File: src/rtl/lcdpt_pkg.sv
package lcdpt_pkg;

    // Display geometry handled by the block.
    localparam int PAGE_COUNT      = 8;
    localparam int GROUPS_PER_LINE = 16;

    // Field widths.
    localparam int PAGE_W  = 3;
    localparam int GROUP_W = 4;
    localparam int BYTE_W  = 8;
    localparam int LINES   = 8;

    // Bytes one request can cause, and the counter that walks them.
    localparam int MAX_PENDING = 11;
    localparam int IDX_W       = $clog2(MAX_PENDING);
    localparam int CNT_W       = $clog2(MAX_PENDING + 1);

    // Queue between intake and byte sequencer.
    localparam int QUEUE_DEPTH = 2;
    localparam int QPTR_W      = (QUEUE_DEPTH > 1) ? $clog2(QUEUE_DEPTH) : 1;
    localparam int QCNT_W      = $clog2(QUEUE_DEPTH + 1);

    // Operation codes.
    localparam logic OP_RENDER   = 1'b0;
    localparam logic OP_CONTRAST = 1'b1;

    // Controller command bytes.
    localparam logic [BYTE_W-1:0] CMD_PAGE_ADDR  = 8'hB0;
    localparam logic [BYTE_W-1:0] CMD_COL_HIGH   = 8'h10;
    localparam logic [BYTE_W-1:0] CMD_COL_LOW    = 8'h04;
    localparam logic [BYTE_W-1:0] CMD_CONTRAST   = 8'h81;
    localparam int                POS_CMD_COUNT  = 3;
    localparam int                CONTRAST_COUNT = 2;

    // One classified job: the bytes to send, their RS flags and how many.
    typedef struct packed {
        logic [MAX_PENDING-1:0][BYTE_W-1:0] bytes;
        logic [MAX_PENDING-1:0]             is_data;
        logic [CNT_W-1:0]                   count;
    } t_job;

    // Queue status seen by both sides.
    typedef struct packed {
        logic full;
        logic empty;
    } t_q_status;

endpackage

File: src/rtl/lcdpt_ifs.sv
interface lcdpt_req_if;
    logic                                valid;
    logic                                ready;
    logic                                operation;
    logic [lcdpt_pkg::PAGE_W-1:0]        page_index;
    logic [lcdpt_pkg::GROUP_W-1:0]       column_group;
    logic [lcdpt_pkg::BYTE_W-1:0]        line_byte_0;
    logic [lcdpt_pkg::BYTE_W-1:0]        line_byte_1;
    logic [lcdpt_pkg::BYTE_W-1:0]        line_byte_2;
    logic [lcdpt_pkg::BYTE_W-1:0]        line_byte_3;
    logic [lcdpt_pkg::BYTE_W-1:0]        line_byte_4;
    logic [lcdpt_pkg::BYTE_W-1:0]        line_byte_5;
    logic [lcdpt_pkg::BYTE_W-1:0]        line_byte_6;
    logic [lcdpt_pkg::BYTE_W-1:0]        line_byte_7;
    logic [lcdpt_pkg::BYTE_W-1:0]        contrast_level;

    modport source (
        output valid, operation, page_index, column_group,
               line_byte_0, line_byte_1, line_byte_2, line_byte_3,
               line_byte_4, line_byte_5, line_byte_6, line_byte_7, contrast_level,
        input  ready
    );
    modport sink (
        input  valid, operation, page_index, column_group,
               line_byte_0, line_byte_1, line_byte_2, line_byte_3,
               line_byte_4, line_byte_5, line_byte_6, line_byte_7, contrast_level,
        output ready
    );
endinterface

interface lcdpt_rsp_if;
    logic                         valid;
    logic                         ready;
    logic [lcdpt_pkg::BYTE_W-1:0] out_byte;
    logic                         is_data;
    logic                         last;

    modport source (output valid, out_byte, is_data, last, input ready);
    modport sink   (input valid, out_byte, is_data, last, output ready);
endinterface

File: src/rtl/lcdpt_front.sv
module lcdpt_front (
    lcdpt_req_if.sink          i_req,
    input  lcdpt_pkg::t_q_status i_q_status,
    output logic               o_push,
    output lcdpt_pkg::t_job    o_job
);

    logic [lcdpt_pkg::LINES-1:0][lcdpt_pkg::BYTE_W-1:0] lines;
    logic [lcdpt_pkg::LINES-1:0][lcdpt_pkg::BYTE_W-1:0] cols;
    logic                                               in_range;
    logic                                               keep;

    // A request is taken whenever the queue has room; dropped tiles just vanish.
    assign i_req.ready = !i_q_status.full;

    assign lines[0] = i_req.line_byte_0;
    assign lines[1] = i_req.line_byte_1;
    assign lines[2] = i_req.line_byte_2;
    assign lines[3] = i_req.line_byte_3;
    assign lines[4] = i_req.line_byte_4;
    assign lines[5] = i_req.line_byte_5;
    assign lines[6] = i_req.line_byte_6;
    assign lines[7] = i_req.line_byte_7;

    // Transpose the tile: column byte p takes bit p of every line.
    always_comb begin
        for (int p = 0; p < lcdpt_pkg::LINES; p++) begin
            for (int j = 0; j < lcdpt_pkg::LINES; j++) begin
                cols[p][j] = lines[j][p];
            end
        end
    end

    // Tiles outside the configured page and group range produce nothing.
    assign in_range =
        ({1'b0, i_req.page_index} < (lcdpt_pkg::PAGE_W + 1)'(lcdpt_pkg::PAGE_COUNT)) &&
        ({1'b0, i_req.column_group} <
         (lcdpt_pkg::GROUP_W + 1)'(lcdpt_pkg::GROUPS_PER_LINE));

    assign keep   = (i_req.operation == lcdpt_pkg::OP_CONTRAST) || in_range;
    assign o_push = i_req.valid && i_req.ready && keep;

    // Lay out the byte list of the job.
    always_comb begin
        o_job = '0;
        if (i_req.operation == lcdpt_pkg::OP_CONTRAST) begin
            o_job.bytes[0] = lcdpt_pkg::CMD_CONTRAST;
            o_job.bytes[1] = {2'b00, i_req.contrast_level[lcdpt_pkg::BYTE_W-1:2]};
            o_job.count    = lcdpt_pkg::CNT_W'(lcdpt_pkg::CONTRAST_COUNT);
        end else if (i_req.column_group == '0) begin
            o_job.bytes[0] = lcdpt_pkg::CMD_PAGE_ADDR |
                             lcdpt_pkg::BYTE_W'(i_req.page_index);
            o_job.bytes[1] = lcdpt_pkg::CMD_COL_HIGH;
            o_job.bytes[2] = lcdpt_pkg::CMD_COL_LOW;
            for (int p = 0; p < lcdpt_pkg::LINES; p++) begin
                o_job.bytes[lcdpt_pkg::POS_CMD_COUNT + p]   = cols[p];
                o_job.is_data[lcdpt_pkg::POS_CMD_COUNT + p] = 1'b1;
            end
            o_job.count = lcdpt_pkg::CNT_W'(lcdpt_pkg::POS_CMD_COUNT + lcdpt_pkg::LINES);
        end else begin
            for (int p = 0; p < lcdpt_pkg::LINES; p++) begin
                o_job.bytes[p]   = cols[p];
                o_job.is_data[p] = 1'b1;
            end
            o_job.count = lcdpt_pkg::CNT_W'(lcdpt_pkg::LINES);
        end
    end

endmodule

File: src/rtl/lcdpt_fifo.sv
module lcdpt_fifo (
    input  logic                 i_clk,
    input  logic                 i_rst_n,
    input  logic                 i_push,
    input  lcdpt_pkg::t_job      i_job,
    input  logic                 i_pop,
    output lcdpt_pkg::t_job      o_job,
    output lcdpt_pkg::t_q_status o_status
);

    lcdpt_pkg::t_job                  r_mem [lcdpt_pkg::QUEUE_DEPTH];
    logic [lcdpt_pkg::QPTR_W-1:0]     r_wr, n_wr;
    logic [lcdpt_pkg::QPTR_W-1:0]     r_rd, n_rd;
    logic [lcdpt_pkg::QCNT_W-1:0]     r_cnt, n_cnt;

    assign o_status.full  = (r_cnt == lcdpt_pkg::QCNT_W'(lcdpt_pkg::QUEUE_DEPTH));
    assign o_status.empty = (r_cnt == '0);
    assign o_job          = r_mem[r_rd];

    // Pointer and fill count updates, wrapping at the queue depth.
    always_comb begin
        n_wr  = r_wr;
        n_rd  = r_rd;
        n_cnt = r_cnt;
        if (i_push) begin
            n_wr = (r_wr == lcdpt_pkg::QPTR_W'(lcdpt_pkg::QUEUE_DEPTH - 1)) ? '0 : r_wr + 1'b1;
        end
        if (i_pop) begin
            n_rd = (r_rd == lcdpt_pkg::QPTR_W'(lcdpt_pkg::QUEUE_DEPTH - 1)) ? '0 : r_rd + 1'b1;
        end
        if (i_push && !i_pop) begin
            n_cnt = r_cnt + 1'b1;
        end else if (!i_push && i_pop) begin
            n_cnt = r_cnt - 1'b1;
        end
    end

    always_ff @(posedge i_clk) begin
        if (!i_rst_n) begin
            r_wr  <= '0;
            r_rd  <= '0;
            r_cnt <= '0;
        end else begin
            r_wr  <= n_wr;
            r_rd  <= n_rd;
            r_cnt <= n_cnt;
        end
    end

    // Entry storage needs no reset.
    always_ff @(posedge i_clk) begin
        if (i_push) begin
            r_mem[r_wr] <= i_job;
        end
    end

endmodule

File: src/rtl/lcdpt_back.sv
module lcdpt_back (
    input  logic                 i_clk,
    input  logic                 i_rst_n,
    input  lcdpt_pkg::t_job      i_job,
    input  lcdpt_pkg::t_q_status i_q_status,
    output logic                 o_pop,
    lcdpt_rsp_if.source          o_rsp
);

    logic [lcdpt_pkg::IDX_W-1:0]  r_idx, n_idx;
    logic                         r_valid;
    logic [lcdpt_pkg::BYTE_W-1:0] r_byte;
    logic                         r_is_data;
    logic                         r_last;
    logic                         load;
    logic                         is_last;

    // The output register takes a new byte when a job is queued and the register is empty or being drained.
    assign load    = !i_q_status.empty && (!r_valid || o_rsp.ready);
    assign is_last = (lcdpt_pkg::CNT_W'(r_idx) + 1'b1 == i_job.count);
    assign o_pop   = load && is_last;

    always_comb begin
        n_idx = r_idx;
        if (load) begin
            n_idx = is_last ? '0 : r_idx + 1'b1;
        end
    end

    always_ff @(posedge i_clk) begin
        if (!i_rst_n) begin
            r_idx   <= '0;
            r_valid <= 1'b0;
        end else begin
            r_idx <= n_idx;
            if (load) begin
                r_valid <= 1'b1;
            end else if (o_rsp.ready) begin
                r_valid <= 1'b0;
            end
        end
    end

    // Payload of the output register.
    always_ff @(posedge i_clk) begin
        if (load) begin
            r_byte    <= i_job.bytes[r_idx];
            r_is_data <= i_job.is_data[r_idx];
            r_last    <= is_last;
        end
    end

    assign o_rsp.valid    = r_valid;
    assign o_rsp.out_byte = r_byte;
    assign o_rsp.is_data  = r_is_data;
    assign o_rsp.last     = r_last;

    // The byte counter rests at zero between jobs.
    a_idx_idle: assert property (@(posedge i_clk) disable iff (!i_rst_n)
        i_q_status.empty |-> r_idx == '0)
        else $error("byte index not at zero with queue empty");

    // The byte counter never runs past the job length.
    a_idx_bound: assert property (@(posedge i_clk) disable iff (!i_rst_n)
        !i_q_status.empty |-> (lcdpt_pkg::CNT_W'(r_idx) < i_job.count))
        else $error("byte index beyond job length");

    // Loading the final byte of a job leaves a flagged last byte behind.
    a_last_flag: assert property (@(posedge i_clk) disable iff (!i_rst_n)
        o_pop |=> r_valid && r_last && r_idx == '0)
        else $error("job finished without last flag");

endmodule

File: src/rtl/lcd_page_tile_transposer_core.sv
// LCD page tile transposer.
// Requests arrive on i_req: a render request carries one 8x8 tile (eight
// line bytes of a column group within a page), a contrast request carries a
// contrast level. Bytes for the display controller leave on o_rsp, one per
// transfer, with is_data giving the RS level and last marking the final
// byte of each request. Both channels use a valid/ready handshake.
// A render request at column group zero yields three positioning commands
// and eight data bytes, other groups yield eight data bytes, and a contrast
// request yields two command bytes. Tiles outside the page or group range
// are taken and produce nothing.
// An accepted request is written to the job queue; once the sequencer is
// free it loads the first byte into the output register. The output sends
// one byte per cycle while the receiver is ready, from the single byte-wide
// output register. A two-entry job queue lets requests be taken while earlier
// ones are still being sent; i_req.ready drops only when that queue is full.
// When the receiver stalls, the held byte stays put and the queue fills.
// Synchronous reset empties the queue and the output register.
module lcd_page_tile_transposer_core (
    input  logic        i_clk,
    input  logic        i_rst_n,
    lcdpt_req_if.sink   i_req,
    lcdpt_rsp_if.source o_rsp
);

    logic                 push;
    logic                 pop;
    lcdpt_pkg::t_job      push_job;
    lcdpt_pkg::t_job      head_job;
    lcdpt_pkg::t_q_status q_status;

    // Intake and classification.
    lcdpt_front u_front (
        .i_req      (i_req),
        .i_q_status (q_status),
        .o_push     (push),
        .o_job      (push_job)
    );

    // Job queue.
    lcdpt_fifo u_fifo (
        .i_clk    (i_clk),
        .i_rst_n  (i_rst_n),
        .i_push   (push),
        .i_job    (push_job),
        .i_pop    (pop),
        .o_job    (head_job),
        .o_status (q_status)
    );

    // Byte sequencer.
    lcdpt_back u_back (
        .i_clk      (i_clk),
        .i_rst_n    (i_rst_n),
        .i_job      (head_job),
        .i_q_status (q_status),
        .o_pop      (pop),
        .o_rsp      (o_rsp)
    );

endmodule

File: src/flat_wrapper.sv
// flat-port wrapper written by rule: the top's interface ports become plain ports
module lcd_page_tile_transposer_core_flat 
  (i_clk, i_rst_n, i_req_valid, i_req_operation, i_req_page_index, i_req_column_group, i_req_line_byte_0, i_req_line_byte_1, i_req_line_byte_2, i_req_line_byte_3, i_req_line_byte_4, i_req_line_byte_5, i_req_line_byte_6, i_req_line_byte_7, i_req_contrast_level, i_req_ready, o_rsp_valid, o_rsp_out_byte, o_rsp_is_data, o_rsp_last, o_rsp_ready);
  lcdpt_req_if i_req_i ();
  lcdpt_rsp_if o_rsp_i ();
  input  logic i_clk;
  input  logic i_rst_n;
  input wire logic [$bits(i_req_i.valid)-1:0] i_req_valid;
  input wire logic [$bits(i_req_i.operation)-1:0] i_req_operation;
  input wire logic [$bits(i_req_i.page_index)-1:0] i_req_page_index;
  input wire logic [$bits(i_req_i.column_group)-1:0] i_req_column_group;
  input wire logic [$bits(i_req_i.line_byte_0)-1:0] i_req_line_byte_0;
  input wire logic [$bits(i_req_i.line_byte_1)-1:0] i_req_line_byte_1;
  input wire logic [$bits(i_req_i.line_byte_2)-1:0] i_req_line_byte_2;
  input wire logic [$bits(i_req_i.line_byte_3)-1:0] i_req_line_byte_3;
  input wire logic [$bits(i_req_i.line_byte_4)-1:0] i_req_line_byte_4;
  input wire logic [$bits(i_req_i.line_byte_5)-1:0] i_req_line_byte_5;
  input wire logic [$bits(i_req_i.line_byte_6)-1:0] i_req_line_byte_6;
  input wire logic [$bits(i_req_i.line_byte_7)-1:0] i_req_line_byte_7;
  input wire logic [$bits(i_req_i.contrast_level)-1:0] i_req_contrast_level;
  output wire logic [$bits(i_req_i.ready)-1:0] i_req_ready;
  output wire logic [$bits(o_rsp_i.valid)-1:0] o_rsp_valid;
  output wire logic [$bits(o_rsp_i.out_byte)-1:0] o_rsp_out_byte;
  output wire logic [$bits(o_rsp_i.is_data)-1:0] o_rsp_is_data;
  output wire logic [$bits(o_rsp_i.last)-1:0] o_rsp_last;
  input wire logic [$bits(o_rsp_i.ready)-1:0] o_rsp_ready;
  assign i_req_i.valid = i_req_valid;
  assign i_req_i.operation = i_req_operation;
  assign i_req_i.page_index = i_req_page_index;
  assign i_req_i.column_group = i_req_column_group;
  assign i_req_i.line_byte_0 = i_req_line_byte_0;
  assign i_req_i.line_byte_1 = i_req_line_byte_1;
  assign i_req_i.line_byte_2 = i_req_line_byte_2;
  assign i_req_i.line_byte_3 = i_req_line_byte_3;
  assign i_req_i.line_byte_4 = i_req_line_byte_4;
  assign i_req_i.line_byte_5 = i_req_line_byte_5;
  assign i_req_i.line_byte_6 = i_req_line_byte_6;
  assign i_req_i.line_byte_7 = i_req_line_byte_7;
  assign i_req_i.contrast_level = i_req_contrast_level;
  assign i_req_ready = i_req_i.ready;
  assign o_rsp_valid = o_rsp_i.valid;
  assign o_rsp_out_byte = o_rsp_i.out_byte;
  assign o_rsp_is_data = o_rsp_i.is_data;
  assign o_rsp_last = o_rsp_i.last;
  assign o_rsp_i.ready = o_rsp_ready;
  lcd_page_tile_transposer_core u_core (.i_clk(i_clk), .i_rst_n(i_rst_n), .i_req(i_req_i), .o_rsp(o_rsp_i));
endmodule
File: config.mk
export PLATFORM = sky130hd
export DESIGN_NAME = lcd_page_tile_transposer_core_flat
export DESIGN_NICKNAME = d
export VERILOG_FILES = /design/src/rtl/lcdpt_pkg.sv /design/src/rtl/lcdpt_ifs.sv /design/src/rtl/lcdpt_front.sv /design/src/rtl/lcdpt_fifo.sv /design/src/rtl/lcdpt_back.sv /design/src/rtl/lcd_page_tile_transposer_core.sv /design/src/flat_wrapper.sv
export SDC_FILE = /design/constraint.sdc
export NUM_CORES = 1
export LEC_CHECK = 0
export ABC_AREA = 1
export BUFFER_PORTS_ARGS = -buffer_cell sky130_fd_sc_hd__buf_2
export CAP_MARGIN = 0
export CORE_MARGIN = 1
export CORE_UTILIZATION = 37
export DETAILED_ROUTE_END_ITERATION = 10
export HOLD_SLACK_MARGIN = 0.1
export PLACE_DENSITY = 0.56
export SYNTH_ARGS = -nofsm -noshare
export SYNTH_HDL_FRONTEND = slang
export SYNTH_HIERARCHICAL = 1
export SYNTH_SLANG_ARGS = --single-unit
File: constraint.sdc
create_clock -name i_clk -period 6.2 [get_ports i_clk]
set_clock_uncertainty 0.2 [all_clocks]
set_input_delay 0.62 -clock i_clk [delete_from_list [all_inputs] [get_ports i_clk]]
set_output_delay 0.62 -clock i_clk [all_outputs]
set_load 0.01 [all_outputs]
Word-level counts from Yosys, hierarchy flattened

Memory sizes are Yosys's and may differ from the RTL's. A register that Yosys moved wholly into a read port is not among the register bits.
Cells that the tools add are included.

Add/subtract/negate cells: 5
Magnitude comparators: 1
Equality and inequality tests: 2
Muxes and demuxes: 24
Reduce and logical (&&, ||, !) cells: 15

Operators with widths:

| cell                                               | count |
|---|---|
| 2-to-1 mux 72 bit                                  | 1 |
| 2-to-1 mux 64 bit                                  | 1 |
| binary-select mux 8 bit (select 4 bit)             | 1 |
| 2-to-1 mux 24 bit                                  | 1 |
| 2-to-1 mux 16 bit                                  | 1 |
| 2-to-1 mux 11 bit                                  | 1 |
| 2-to-1 mux 1 bit                                   | 9 |
| 2-to-1 mux 4 bit                                   | 2 |
| 2-to-1 mux 8 bit                                   | 1 |
| 2-to-1 mux 2 bit                                   | 3 |
| 2-to-1 mux 3 bit                                   | 2 |
| logical AND 1 bit                                  | 5 |
| zero test 1 bit                                    | 5 |
| < comparator 4 x 5 -> 1 bit, second input constant | 1 |
| adder 4 x 1 -> 4 bit, second input constant        | 1 |
| binary-select mux 1 bit (select 4 bit)             | 1 |
| equality test 4 bit                                | 1 |
| zero test 4 bit                                    | 1 |
| nonzero test 2 bit                                 | 2 |
| adder 1 bit, second input constant                 | 2 |
| adder 2 x 1 -> 2 bit, second input constant        | 1 |
| equality test 2 bit, second input constant         | 1 |
| zero test 2 bit                                    | 1 |
| subtractor 2 x 1 -> 2 bit, second input constant   | 1 |
| logical OR 1 bit                                   | 1 |

Bits in registers: 19
RAM bits: 206
Bits of input ports: 84
Output and inout port bits: 12
Word-level logic and storage cells: 56
Memories: 1

Memories:

| memory              | depth | width | rd ports | clocked after Yosys merged registers in | write ports | line             | source |
|---|---|---|---|---|---|---|---|
| u_core.u_fifo.r_mem | 2     | 103   | 1        | 1                                       | 1           | lcdpt_fifo.sv:11 | `lcdpt_pkg::t_job r_mem [lcdpt_pkg::QUEUE_DEPTH];` |

Logic depth before layout (Yosys ltp)

Gate-level depths: netlist of the first run.

Depth after elaboration: 7
Mapped depth: 17
Gate-level depth less buffers: 16

Cells and area by module

The synthesis of the first run kept the hierarchy.

By module, submodules not included:

| module      | times used | cells each | area an instance (um^2) | seq. area each (um^2) |
|---|---|---|---|---|
| lcdpt_fifo  | 1          | 355        | 7,674.9                 | 6,286.0 |
| lcdpt_back  | 1          | 261        | 1,570.3                 | 400.4 |
| lcdpt_front | 1          | 277        | 1,298.7                 | 0.0 |

Worst setup path after synthesis of the first run

OpenSTA, ideal clock, no wires.

Path type: input to register
Start: input port i_req_valid
End: memory u_core/u_fifo/r_mem[0][0] (netlist name) (enable)
Setup time: 566 ps
Data arrival time: 5,178 ps
Data required time: 5,434 ps
Slack: 256 ps
Cell stages on the path: 4
Buffers on the path: 0
Cell sequence: inv_1 nor2_1 inv_1 nor2_1

Word-level cells in the longest chain between the ends: 3

Ends and longest elaborated chain:

| element                                | line                                | source |
|---|---|---|
| from (decl)                            | flat_wrapper.sv:8                   | `input wire logic [$bits(i_req_i.valid)-1:0] i_req_valid;` |
| logical AND 1 bit                      | lcdpt_front.sv:41                   | `assign o_push = i_req.valid && i_req.ready && keep;` |
| net u_core.push                        | lcd_page_tile_transposer_core.sv:25 | `logic push;` |
| 2-to-1 mux 1 bit                       | lcdpt_fifo.sv:52                    | `if (i_push) begin` |
| 2-to-1 mux 1 bit (implied by the code) | lcdpt_fifo.sv:53                    | `r_mem[r_wr] <= i_job;` |
| to (decl)                              | lcdpt_fifo.sv:11                    |  |

The timed path passes the listed nets, and every way through them passes these cells.

==> metrics.csv, run 1 <==
metric,value,unit
result of the run,finished clean,
Slew Limit Fails,0,
cell with the most instances after synthesis,edfxtp_1,
Synth Cell Area,0.0105,mm^2
largest net degree at the start of global routing,68,
Routed WL,26.6,mm
footprint of the multi-input gates,0.00320,mm^2
post-cts hold buffer count,0,
Hold Crit Depth,4,
initial antenna violation count,0,
DIE HEIGHT,171,um
Detailed Routing Iterations Pass 1,4,
crit-path max cell delay,0.96,ns
Combinational Power Share,17.1,%
Hold Fails Final Rpt,0,
Critical-path top delay cell,dfxtp_4,
worst r2r path cells,7,
per-cell routed wire length,19.6,um
CP Capture Type,register,
Main synth FF type,edfxtp_1,
CTS H-Tree Depth,1,
asr flop ratio synth,0,%
clk sinks,226,
syn avg cell area,11.8,um^2
share of layout cells above drive strength 1,25.9,%
TritonCTS Buffers,26,
Setup Viol. Count Final,0,
WS Path Type,reg -> reg,
Yosys cell types,29,
Port Buffers,93,
Achievable Freq,307,MHz
"Remaining Overflow, GRT",0,
Switching Share,27.3,%
diode count,0,
Post-route DRC,0,
Syn Inst Count,893,
Tightest Pin Transition,0.946,ns
Core Region,0.0279,mm^2
clk root buf,clkbuf_16,
sequential area share after synthesis,63.4,%
vias,6941,
list of most frequent post-synthesis cells,"216 x edfxtp_1, 148 x nand2_1, 103 x mux2_2, 103 x nor2_1, 64 x nand3_1",
setup TNS,0,ns
DR iter-0 viols,509,
Site Rows,61,
NetSw,1080,uW
Top Family by Delay on Critical Path,flip-flops,
die area,0.0292,mm^2
share of power burned in registers,48.2,%
post-synth top area share,61.5,%
Pint,2870,uW
Tightest Hold Check Type,in -> reg,
postcts setup bufs,0,
Tmin final,3.26,ns
number of synthesized register bits,226,
post_cts resized,0,
total track usage,18.6,%
post-synth top area cell,edfxtp_1,
Longest Clk Path Bufs,3,
buffers and inverters on the worst path,1,
normalized max-slew margin,36.9,%
first-pass GRT wire length,40.1,mm
Critical Path Start Type,register,
number of synthesized flops with an enable pin,216,
crit-path cells,buf_4 -> mux2_2 -> or2_0 -> nand2_1 -> nand4_1 -> nand3_1 -> o21ai_0,
peak supply drop,0.230,mV
WP data arrival,3.32,ns
Initial Util,37.7,%
"Net Count, Synth",979,
"Clk Latency, worst-skew pair",0.53,ns
Max-Cap Viols,0,
Post-Place Worst Slack,2.87,ns
Synth area leaders,"edfxtp_1 62%, mux2_2 11%, nand2_1 5.3%",
Fillers,2732,
Min-Delay Endpoint,u_core/u_back/o_rsp.valid,
crit-path max FO,64,
Die X,171,um
post-DP HPWL,16.2,mm
DRT antenna net count,0,
Final GP Congestion,0.757,
Static Leak,0.00464,uW
Clock power frac,34.7,%
final worst slack,2.94,ns
RSZ-0062 raised after global routing,no,
power per cell area,332,mW/mm^2
vias in the first global route,6929,
Reg area,0.00669,mm^2
CTS tree,done,
R2R Path End,u_core/u_back/o_rsp.out_byte[1],
IO Pins,96,
Hold Startpoint,o_rsp_ready,
clock transition at the registers of the reported paths,0.06,ns
drt via density,5.11,
Worst Path Required,6.26,ns
FF-to-FF setup slack,2.94,ns
NumNets Final,1046,
Layout Area Growth over Synthesis,13.0,%
fin crit share,52.5,%
Yosys warning total,6,
==> placed cells by master, fill, tap and decap left out <==
cell and instances:
inv_4 1, mux2_2 103, nand4_2 1, o21ai_2 1, or2_0 9, nand3_2 2, nor2_2 1, buf_2 93
conb_1 1, clkinv_8 1, clkbuf_8 1, nand2_1 148, ha_1 2, dfxtp_4 1, clkbuf_1 13, edfxtp_1 216
o21ai_1 4, a21oi_1 4, nand4_1 60, buf_4 9, nand2_2 2, nand3b_1 1, nand3_1 64, clkinv_2 4
xor2_1 1, inv_2 4, clkbuf_16 26, nor2_1 102, clkinv_1 4, nor2_4 4, inv_1 61, o21ai_0 17
dfxtp_1 9, a2bb2oi_1 9
==> state kept, by name, indices dropped and copies added (netlist names), named ones only <==
signal	flops
u_core/u_back/o_rsp.is_data	1
u_core/u_back/o_rsp.last	1
u_core/u_back/o_rsp.out_byte	8
u_core/u_back/o_rsp.valid	1
u_core/u_back/r_idx	4
u_core/u_fifo/r_cnt	2
u_core/u_fifo/r_mem	206
u_core/u_fifo/r_rd	1
u_core/u_fifo/r_wr	1
==> tightest hold or removal path, cell delays in order <==
cell and delay, ns:
buf_2 0.07, inv_1 0.03, nand2_1 0.06, a21oi_1 0.06
==> worst max path at each step <==
stage / from / to / slack [ns] / depth (start not counted)
finish: register / u_core/u_back/o_rsp.out_byte[1] / 2.94 / 7
global placement: register / u_core/u_back/o_rsp.out_byte[1] / 2.88 / 7
floorplan: i_req_valid / u_core/u_fifo/r_mem[0][0] / 0.26 / 4
global route: register / u_core/u_back/o_rsp.out_byte[1] / 2.80 / 7
CTS: register / u_core/u_back/o_rsp.out_byte[1] / 2.89 / 7
detailed placement: register / u_core/u_back/o_rsp.out_byte[1] / 2.87 / 7
==> kinds of logic (layout without fill, tap and decap cells) <==
family	count (synthesis)	count (layout)	synth area share, %
other	1	1	0.0356
adders and majority gates	2	2	0.237
and+or+nand+nor	394	394	16.9
buffers and inverters	131	217	6.27
xor gates and xnor gates	1	1	0.0831
DFF	226	226	63.4
muxes	103	103	11.0
AOI/OAI and AO/OA	35	35	2.02
==> through the flow <==
stage               instance area (um^2)  cells  hold WS, ns  total power (uW)  util [%]
CTS                                11900   1357        0.159              3990      42.7
global route                       11900   1357        0.170              4130      42.7
global placement                   11200   1310        0.274              2620      39.9
finish                             11900   1357        0.168              3950      42.7
floorplan                          10500    893        0.266              2400         -
detailed placement                 11200   1310        0.278              2630      39.9
==> area by class of cell <==
cell class              count  area share (%)
multi-input cells         536            26.9
well taps                 378            3.97
clock inverters             7           0.357
flip-flops and latches    226            56.1
repair buffers            102            4.47
inverters                  68            2.17
clock buffers              40            5.99
==> power groups by stage <==
stage / Clock [uW] / Sequential [uW] / Combinational, uW
5_1_grt: 1460 / 1920 / 751
6_report: 1370 / 1910 / 676
3_3_place_gp: 0 / 1930 / 686
3_5_place_dp: 0 / 1940 / 688
4_1_cts: 1390 / 1910 / 691
2_1_floorplan: 0 / 1940 / 462
==> routing by layer <==
layer / share of wire (%) / routed length (um) / vias up / GRT usage, %
met5: 0 / 0 / - / 0
met4: 1.5 / 405 / 0 / 4.00
met3: 5.0 / 1330 / 30 / 2.71
met2: 50 / 13400 / 176 / 33.2
met1: 43 / 11400 / 3456 / 23.8
li1: - / - / 3279 / -
Power figures use the tool's default switching activity.
==> inputs of run 2 (changes only) <==
--- a/config.mk
+++ b/config.mk
@@ -5,14 +5,14 @@
 export SDC_FILE = /design/constraint.sdc
 export NUM_CORES = 1
 export LEC_CHECK = 0
-export ABC_AREA = 1
+export ABC_AREA = 0
 export BUFFER_PORTS_ARGS = -buffer_cell sky130_fd_sc_hd__buf_2
 export CAP_MARGIN = 0
 export CORE_MARGIN = 1
 export CORE_UTILIZATION = 37
 export DETAILED_ROUTE_END_ITERATION = 10
 export HOLD_SLACK_MARGIN = 0.1
-export PLACE_DENSITY = 0.56
+export PLACE_DENSITY = 0.54
 export SYNTH_ARGS = -nofsm -noshare
 export SYNTH_HDL_FRONTEND = slang
 export SYNTH_HIERARCHICAL = 1
==> constraint.sdc (replaced) <==
create_clock -name i_clk -period 3.3 [get_ports i_clk]
set_clock_uncertainty 0.2 [all_clocks]
set_input_delay 0.33 -clock i_clk [delete_from_list [all_inputs] [get_ports i_clk]]
set_output_delay 0.33 -clock i_clk [all_outputs]
set_load 0.01 [all_outputs]
==> run 2 against run 1 <==
  * Setup slack got worse by 2.5 ns
  * Core utilization rose by 3.3 points
  * Largest cell class unchanged
  * Die area hardly changed
==> metrics.csv, run 2 <==
metric,value,unit,change
Critical Path Start Type,register,,
met3 routed WL,820,um,-38%
fin util,46.0,%,+3.3 points
sequential area share after synthesis,63.4,%,about the same
Tightest Pin Transition,0.838,ns,-0.108 ns
Clock power frac,32.7,%,-2.0 points
post-synth top area share,61.5,%,about the same
number of synthesized register bits,226,,unchanged
Routed WL,24.1,mm,-9.2%
Post-route DRC,0,,unchanged
Initial Util,37.8,%,about the same
Combinational Power Share,21.6,%,+4.5 points
Achievable Freq,354,MHz,+15%
Detailed Routing Iterations Pass 1,5,,+1
Longest Clk Path Bufs,3,,unchanged
mux contribution to synthesized area,19.6,%,+8.6 points
vias in the first global route,6539,,-5.6%
most frequent cells in the layout,"216 x edfxtp_1, 103 x mux2_2, 93 x buf_2",,
number of synthesized flops with an enable pin,216,,unchanged
Worst Path Required,3.54,ns,-2.72 ns
per-cell routed wire length,19.6,um,about the same
syn avg cell area,15.5,um^2,+31%
Synth Cell Area,0.0106,mm^2,about the same
worst r2r path cells,8,,+1
Yosys cell types,38,,+31%
DRT antenna net count,0,,unchanged
Hold Crit Depth,3,,-1
Port Buffers,93,,unchanged
WP data arrival,3.07,ns,-0.25 ns
wl on met1,10.1,mm,-12%
Die X,171,um,about the same
result of the run,finished clean,,
normalized max-slew margin,43.9,%,+7.0 points
"Clk Latency, worst-skew pair",0.51,ns,-0.02 ns
post-synth top area cell,edfxtp_1,,
clock transition at the registers of the reported paths,0.06,ns,about the same
CTS H-Tree Depth,1,,unchanged
"Net Count, Synth",769,,-21%
Yosys warning total,6,,unchanged
Setup Viol. Count Final,0,,unchanged
CP Capture Type,register,,
WL met2,12.9,mm,-4.0%
Main synth FF type,edfxtp_1,,
DIE HEIGHT,171,um,about the same
crit-path max FO,17,,-73%
fin crit share,85.6,%,+33 points
NetSw,2150,uW,+100%
share of layout cells above drive strength 1,30.8,%,+4.9 points
first-pass GRT wire length,36.4,mm,-9.3%
IO Pins,96,,unchanged
list of most frequent post-synthesis cells,"216 x edfxtp_1, 103 x mux2_2, 71 x mux2i_1",,
total track usage,16.7,%,-1.9 points
NumNets Final,922,,-12%
Post-Synth Simple-Gate Area,9.18,%,-7.8 points
RSZ-0062 raised after global routing,no,,
Synth area leaders,"edfxtp_1 61%, mux2_2 11%, mux2i_1 6.7%",,
vias,6133,,-12%
most flop-heavy register,u_core/u_fifo/r_mem,,
WS Path Type,reg -> reg,,
drt via density,4.98,,-2.7%
initial antenna violation count,0,,unchanged
share of power burned in registers,45.8,%,-2.4 points
Tmin final,2.82,ns,-0.433 ns
diode count,0,,unchanged
TritonCTS Buffers,24,,-7.7%
Core Region,0.0279,mm^2,unchanged
Site Rows,61,,unchanged
DR iter-0 viols,318,,-38%
Pint,6030,uW,+110%
post_cts resized,0,,unchanged
CTS tree,done,,
Max Used Layer,met4,,
asr flop ratio synth,0,%,unchanged
XOR/XNOR Fraction of Synth Area,1.04,%,+0.96 points
"commonest non-fill, non-tap cell in the layout",edfxtp_1,,
"Remaining Overflow, GRT",0,,unchanged
power per cell area,637,mW/mm^2,+92%
Synth Area in Adders,0.237,%,about the same
max reg flops,206,,unchanged
largest net degree at the start of global routing,104,,+53%
FF-to-FF setup slack,0.48,ns,-2.47 ns
clk sinks,226,,unchanged
Switching Share,26.3,%,-0.95 points
post-DP HPWL,14.7,mm,-9.4%
Max-Cap Viols,0,,unchanged
Hold Fails Final Rpt,0,,unchanged
peak supply drop,0.357,mV,+56%
post-synthesis compound-gate area fraction,2.80,%,+0.78 points
Slew Limit Fails,0,,unchanged
Static Leak,0.00461,uW,-0.66%
largest family of logic cells by synthesized area,multiplexers,,
Tightest Hold Check Type,in -> reg,,
Syn Inst Count,683,,-24%
cell with the most instances after synthesis,edfxtp_1,,
Final GP Congestion,0.755,,-0.26%
die area,0.0292,mm^2,about the same
Layout Area Growth over Synthesis,21.7,%,
setup TNS,0,ns,unchanged
clk root buf,clkbuf_16,,
[run 2: changes by cell type after synthesis, moves of 9 or more]
cell       before  now
nand2_1       148   23
nor2_1        103   10
mux2i_1         0   71
nand2b_1        0   66
nand3_1        64    2
nand4_1        60    0
inv_1          62    4
and3_1          0   35
a22oi_1         0   16
o21ai_0        17    7
buf_2          21   12
mux4_2          0    9
o2bb2ai_1       0    9
or2_0           9    0
[run 2: through the flow]
stage	setup slack (ns)	area [um^2]	std cells	power, uW	hold WS, ns
detailed placement	0.452	11300	1115	5550	0.326
global placement	0.508	11300	1115	5500	0.289
finish	0.476	12800	1232	8180	0.0999
CTS	0.431	12800	1232	8300	0.100
floorplan	0.404	10600	683	4970	0.248
global route	0.280	12800	1232	8550	0.113
[run 2: area by class of cell]
| type | instances | area [um^2] |
|---|---|---|
| timing repair buffer | 182 | 1390 |
| fill | 2543 | 15100 |
| clock inverter | 16 | 146 |
| clock buffer | 28 | 637 |
| multi-input combinational | 398 | 3490 |
| tap | 378 | 473 |
| sequential | 226 | 6690 |
| inverter | 4 | 15.0 |
[run 2: kinds of logic after synthesis]
group	after synthesis
and+or+nand+nor	161
buffers and inverters	59
muxes	183
AOI/OAI and AO/OA	40
other	1
DFF	226
xor gates and xnor gates	11
adders and majority gates	2
[run 2: metal layers]
layer	global-route usage, %	vias to the layer above
met4	3.57	0
li1	-	2879
met2	31.1	134
met5	0	-
met1	20.7	3085
met3	1.97	35
[run 2: worst paths after layout]
path                                from                    endpoint
setup / recovery                register      u_core/u_fifo/r_cnt[1]
hold / removal      i_req_line_byte_2[3]  u_core/u_fifo/r_mem[0][41]
setup reg to reg                register      u_core/u_fifo/r_cnt[1]
hold reg to reg   u_core/u_fifo/r_cnt[1]      u_core/u_fifo/r_cnt[1]
[run 2: worst max-delay path: stages, from the launching register on]
cell and delay [ns]:
dfxtp_4 0.50, mux2_2 0.38, xnor3_1 0.21, nand3_2 0.12
nor4_4 0.40, inv_1 0.10, ha_1 0.34, or3_1 0.35
a21boi_1 0.15
[run 2: timing repair]
item                                    in CTS  in global routing
endpoints found under the setup margin       0                  0
endpoints found under the hold margin      186                  0
hold buffers                                73                  0
setup buffers                                0                  0
[run 2: power by group through the flow]
stage | sequential, uW | combinational (uW) | clock (uW)
2_1_floorplan | 3790 | 1180 | 0
5_1_grt | 3780 | 1930 | 2840
6_report | 3740 | 1770 | 2670
4_1_cts | 3750 | 1810 | 2730
3_5_place_dp | 3800 | 1740 | 0
3_3_place_gp | 3790 | 1710 | 0
